`config.mk`:
```
export PLATFORM = sky130hd
export DESIGN_NAME = plrm_div
export DESIGN_NICKNAME = d
export VERILOG_FILES = /design/src/hdl/plrm_pkg.sv /design/src/hdl/plrm_div.sv
export SDC_FILE = /design/constraint.sdc
export NUM_CORES = 1
export LEC_CHECK = 0
export BUFFER_PORTS_ARGS = -buffer_cell sky130_fd_sc_hd__clkbuf_2
export CAP_MARGIN = 10
export CORE_ASPECT_RATIO = 0.7
export CORE_UTILIZATION = 30
export CTS_BUF_LIST = sky130_fd_sc_hd__clkbuf_4 sky130_fd_sc_hd__clkbuf_8
export CTS_CLUSTER_DIAMETER = 40
export DETAILED_ROUTE_END_ITERATION = 8
export PLACE_DENSITY = 0.56
export SLEW_MARGIN = 25
export SYNTH_ARGS = -nofsm -noshare
export SYNTH_HDL_FRONTEND = slang
export SYNTH_SLANG_ARGS = --single-unit
```
`constraint.sdc`:
```
create_clock -name clk -period 7.77 [get_ports clk]
set_input_delay 1.1655 -clock clk [delete_from_list [all_inputs] [get_ports clk]]
set_output_delay 1.1655 -clock clk [all_outputs]
set_load 0.03 [all_outputs]
```
`src/hdl/plrm_pkg.sv`:
```
// ----------------------------------------------------------------------------
// plrm_pkg - shared types and constants for the piecewise-linear rank map
// Widths of the breakpoint table, item fields and the divider.
// ----------------------------------------------------------------------------
package plrm_pkg;

    localparam int TABLE_DEPTH = 256;
    localparam int IDX_W       = $clog2(TABLE_DEPTH);
    localparam int CNT_W       = IDX_W + 1;
    localparam int KEY_W       = 32;
    localparam int RANK_W      = 17;
    localparam int PROD_W      = KEY_W + RANK_W;
    localparam int QUO_W       = RANK_W;
    localparam int STEP_W      = $clog2(QUO_W + 1);

    localparam logic [RANK_W-1:0] RANK_ONE  = RANK_W'(65536);
    localparam logic [RANK_W-1:0] RANK_ZERO = '0;

    localparam logic FUNC_WRITE = 1'b0;
    localparam logic FUNC_MAP   = 1'b1;

    typedef struct packed {
        logic              en;
        logic [IDX_W-1:0]  addr;
        logic [KEY_W-1:0]  key;
        logic [RANK_W-1:0] rank;
    } mem_wr_t;

endpackage

```
`src/hdl/plrm_div.sv`:
```
// ----------------------------------------------------------------------------
// plrm_div - iterative restoring divider
// One quotient bit per cycle; the quotient is known to fit QUO_W bits.
// ----------------------------------------------------------------------------
module plrm_div
(
    input  logic                          clk,
    input  logic                          rst_n,
    input  logic                          start,
    input  logic [plrm_pkg::PROD_W-1:0]   dividend,
    input  logic [plrm_pkg::KEY_W-1:0]    divisor,
    output logic                          done,
    output logic [plrm_pkg::QUO_W-1:0]    quotient
);

    logic [plrm_pkg::KEY_W-1:0]  rem_reg;
    logic [plrm_pkg::QUO_W-1:0]  low_reg;
    logic [plrm_pkg::KEY_W-1:0]  div_reg;
    logic [plrm_pkg::STEP_W-1:0] step_reg;
    logic                        busy_reg;
    logic                        done_reg;
    logic [plrm_pkg::KEY_W:0]    trial;

    // remainder stays below divisor, so one shifted bit and a subtract per step
    assign trial = {rem_reg, low_reg[plrm_pkg::QUO_W-1]} - {1'b0, div_reg};

    always_ff @(posedge clk or negedge rst_n)
    begin
        if (!rst_n)
        begin
            busy_reg <= 1'b0;
            done_reg <= 1'b0;
            step_reg <= '0;
        end
        else
        begin
            done_reg <= busy_reg && !start && (step_reg == plrm_pkg::STEP_W'(1));
            if (start)
            begin
                busy_reg <= 1'b1;
                step_reg <= plrm_pkg::STEP_W'(plrm_pkg::QUO_W);
            end
            else if (busy_reg)
            begin
                step_reg <= step_reg - 1'b1;
                if (step_reg == plrm_pkg::STEP_W'(1))
                    busy_reg <= 1'b0;
            end
        end
    end

    always_ff @(posedge clk)
    begin
        if (start)
        begin
            rem_reg <= dividend[plrm_pkg::PROD_W-1 -: plrm_pkg::KEY_W];
            low_reg <= dividend[plrm_pkg::QUO_W-1:0];
            div_reg <= divisor;
        end
        else if (busy_reg)
        begin
            if (!trial[plrm_pkg::KEY_W])
            begin
                rem_reg <= trial[plrm_pkg::KEY_W-1:0];
                low_reg <= {low_reg[plrm_pkg::QUO_W-2:0], 1'b1};
            end
            else
            begin
                rem_reg <= {rem_reg[plrm_pkg::KEY_W-2:0], low_reg[plrm_pkg::QUO_W-1]};
                low_reg <= {low_reg[plrm_pkg::QUO_W-2:0], 1'b0};
            end
        end
    end

    assign done     = done_reg;
    assign quotient = low_reg;

endmodule

```
==> run_results.csv <==
group,metric,value,unit
run_status,status,"completed",
worst_setup_path,crit_path_max_incr_delay,0.48,ns
logic_synthesis,synth_top_family_by_area,"compound AO/OA/AOI/OAI gates",
placement,portBuffers,101,
floorplan,die_h,116,um
timing,worst_hold_slack,0.539,ns
global_route,first_global_vias,4351,
global_route,grt_overflow,0,
detailed_routing,drt-initial-drc-count,303,
floorplan,die_x,165,um
worst_setup_path,timing.rr.end,"rem_reg[21]",
logic_synthesis,async_flop_share,7.95,%
logic_synthesis,synth_simple_gate_area_share,12.4,%
worst_setup_path,crit_path_frequent_cell,"a21oi_1",
min_path,hold_path.startpoint,"step_reg[4]",
min_path,worst_hold_path_type,"flop to flop",
detailed_routing,wirelength,13700,um
logic_synthesis,syn_inst,534,
worst_setup_path,regToRegStartpoint,"quotient[16]",
logic_synthesis,yosysWarnings,0,
worst_setup_path,cp_top_family,"compound AO/OA/AOI/OAI gates",
timing,rsz0062_at_grt,"false",
logic_synthesis,synth_compound_area_share,15.6,%
worst_setup_path,crit_chain,"inv_1 -> ha_1 -> fa_1 -> nand2b_1 -> a21oi_1 -> o21ai_4 -> a21o_1 -> a21oi_1 -> o31a_1 -> xor2_4 -> buf_4 -> nand2_1 -> o211ai_1",
logic_synthesis,synth_mux_area_share,7.20,%
global_route,grt.total_usage,14.9,%
floorplan,io_pins,102,
timing,skew,0.0121,ns
placement,pre_cts_ws,3.90,ns
detailed_routing,route.detailed.wl_per_inst,15.8,um
logic_synthesis,yosysTopAreaCell,"edfxtp_1",
global_route,grt_pass1_wl,21800,um
logic_synthesis,synth_seq_cells,88,
floorplan,fp.coreArea,18100,um^2
layout,layout-drive-gt1-share,23.7,%
logic_synthesis,synth.top_cells.by_area,"edfxtp_1 44%, ha_1 7.6%, nand2_1 4.2%",
worst_setup_path,path_class,"flop to flop",
clock_tree,postCtsSetupRepairBufs,0,
detailed_routing,route.detailed.drc,0,
floorplan,start_util,30.8,%
logic_synthesis,synth_top_area_share,43.6,%
timing,slew_viol_final,0,
detailed_routing,dr_total_vias,4349,
timing,fmax,256,MHz
detailed_routing,first_pass_iters,4,
clock_tree,numClockSinks,88,
layout,final_cell_count_no_fill,869,
min_path,whs_endpoint,"step_reg[4]",
logic_synthesis,synth.distinct_cells,62,
power_and_ir_drop,finalPower,2.58,mW
power_and_ir_drop,ir_drop,0.000161,V
clock_tree,cts_hold_buf,0,
worst_setup_path,cp_max_fo,30,
logic_synthesis,synth_nets,653,
worst_setup_path,required,7.99,ns
logic_synthesis,synth_adder_area_share,7.98,%
layout,n_antenna_cell,0,
clock_tree,cts_buffers,9,
worst_setup_path,reg2reg_depth,13,
layout,final_common_cell,"clkbuf_2",
floorplan,fp-row-count,41,
placement,place_inst,853,
layout,final_cell_mix,"100 x clkbuf_2, 81 x edfxtp_1, 62 x nand2_1, 43 x o21ai_0, 41 x inv_1",
worst_setup_path,start_kind,"flop",
timing,fin_ws,3.86,ns
worst_setup_path,r2r_setup_slack,3.86,ns
timing,max-slew-margin-rel,51.6,%
detailed_routing,via_per_inst,5.00,
run,maxCapViolCount,0,
global_route,antenna_found_initial,0,
clock_tree,clk_pin_slew,0.10,ns
worst_setup_path,cp.depth,13,
timing,setup_viol,0,
logic_synthesis,ys_seq_area_share,46.7,%
min_path,whs_path_depth,2,
layout,nNetsFinal,747,
logic_synthesis,avgSynthCellArea,10.4,um^2
clock_tree,cts_root_buffer,"clkbuf_8",
logic_synthesis,synth_xor_area_share,5.47,%
detailed_routing,drtAntennaViolNets,0,
logic_synthesis,synthFlopType,"edfxtp_1",
clock_tree,cts_resized,0,
timing,finalCritPeriodShare,50.4,%
worst_setup_path,setup.worst_path.end_class,"flop",
clock_tree,cts_buffer_depth,2,
timing,fin_crit,3.91,ns
worst_setup_path,cp_slowest_cell,"buf_4",
power_and_ir_drop,powerDensity,395,nW/um^2
clock_tree,cts_tree,"yes",
clock_tree,h-tree-depth,3,
timing,fin_setup_tns,0,ns
floorplan,dieArea,19200,um^2
logic_synthesis,synth_edf_count,81,
clock_tree,clk_latency,0.38,ns
worst_setup_path,cp_num_buf_inv,2,
power_and_ir_drop,leakage,2.87,nW
logic_synthesis,syn_area,5580,um^2
worst_setup_path,cp.arrival,4.13,ns
timing,hold_violations,0,
timing,tightest_slew,0.726,ns
layout,synthToLayoutAreaGrowth,16.8,%
placement,gp_congestion,0.868,
placement,dp_hpwl,10100,um
global_route,grt_max_degree,72,
[final cells by class]
type,count,area [um^2]
fill,1838,11600
multi-input combinational,384,2720
sequential,88,2610
timing repair buffer,104,531
tap,236,295
inverter,41,154
clock buffer,9,124
clock inverter,7,78.8
[routing by layer]
metal  up-vias  global-route usage (%)  share of wire, %
met5         -                       0                 0
met4         0                    3.49              0.90
met3        10                    4.69               7.1
met2       129                    22.5                41
met1      2077                    20.7                51
li1       2133                       -                 -
[through the flow]
step | cell area, um^2 | utilization (%)
finish | 6510 | 36.0
global route | 6510 | 36.0
CTS | 6510 | 36.0
detailed placement | 6310 | 34.9
global placement | 6310 | 34.9
floorplan | 5580 | -
[tightest hold or removal path: cells and delay by family, from the launching register on]
kind	cells	cell delay (ns)
flip-flops	1	0.38
XOR/XNOR	1	0.08
AND/OR/NAND/NOR	1	0.06
[synth_stat cells, types with 2 or more instances]
master     count
xnor2_1       20
o311ai_0       2
buf_6          3
nand2b_1       3
nand3_1        4
a211oi_1       3
a221o_1        4
o211ai_1       5
edfxtp_1      81
nor3b_1        5
o31ai_1        2
and2_1         5
and3_1         4
mux2i_1       21
o21ai_0       43
a31oi_1        5
xor2_1        13
or2_2          3
nand2_1       62
and4_1         2
or4b_2         2
nor2_1        28
or3b_1         2
mux2_2        17
inv_1         41
clkbuf_1      13
o21a_1         3
o2111ai_1      2
o21ai_1        2
ha_1          34
dfrtp_1        7
nor2b_1        7
nor3_1         5
nand4_1        5
buf_1          2
buf_2          3
a21o_1        15
a21oi_1       32
[where the power goes]
part / internal (mW) / total (mW) / switching, mW
registers: 0.705 / 0.795 / 0.0905
clock network: 0.153 / 0.338 / 0.185
logic: 0.617 / 1.44 / 0.825
total: 1.47 / 2.58 / 1.10
[worst max-delay path by stage]
| stage | startpoint | endpoint | slack [ns] |
|---|---|---|---|
| 6_report | quotient[16] | rem_reg[21] | 3.86 |
| 5_1_grt | quotient[16] | rem_reg[21] | 3.58 |
| 4_1_cts | quotient[16] | rem_reg[21] | 3.84 |
| 3_5_place_dp | quotient[16] | rem_reg[21] | 3.90 |
| 3_3_place_gp | quotient[16] | rem_reg[1] | 4.04 |
| 2_1_floorplan | quotient[16] | rem_reg[28] | 4.53 |
[logic make-up after synthesis]
| family | count (synthesis) |
|---|---|
| buffers and inverters | 62 |
| muxes | 38 |
| DFF | 88 |
| AOI/OAI and AO/OA | 134 |
| and+or+nand+nor | 143 |
| adders and majority gates | 35 |
| xor gates and xnor gates | 34 |
No activity file was read; power rests on OpenSTA's default activity.
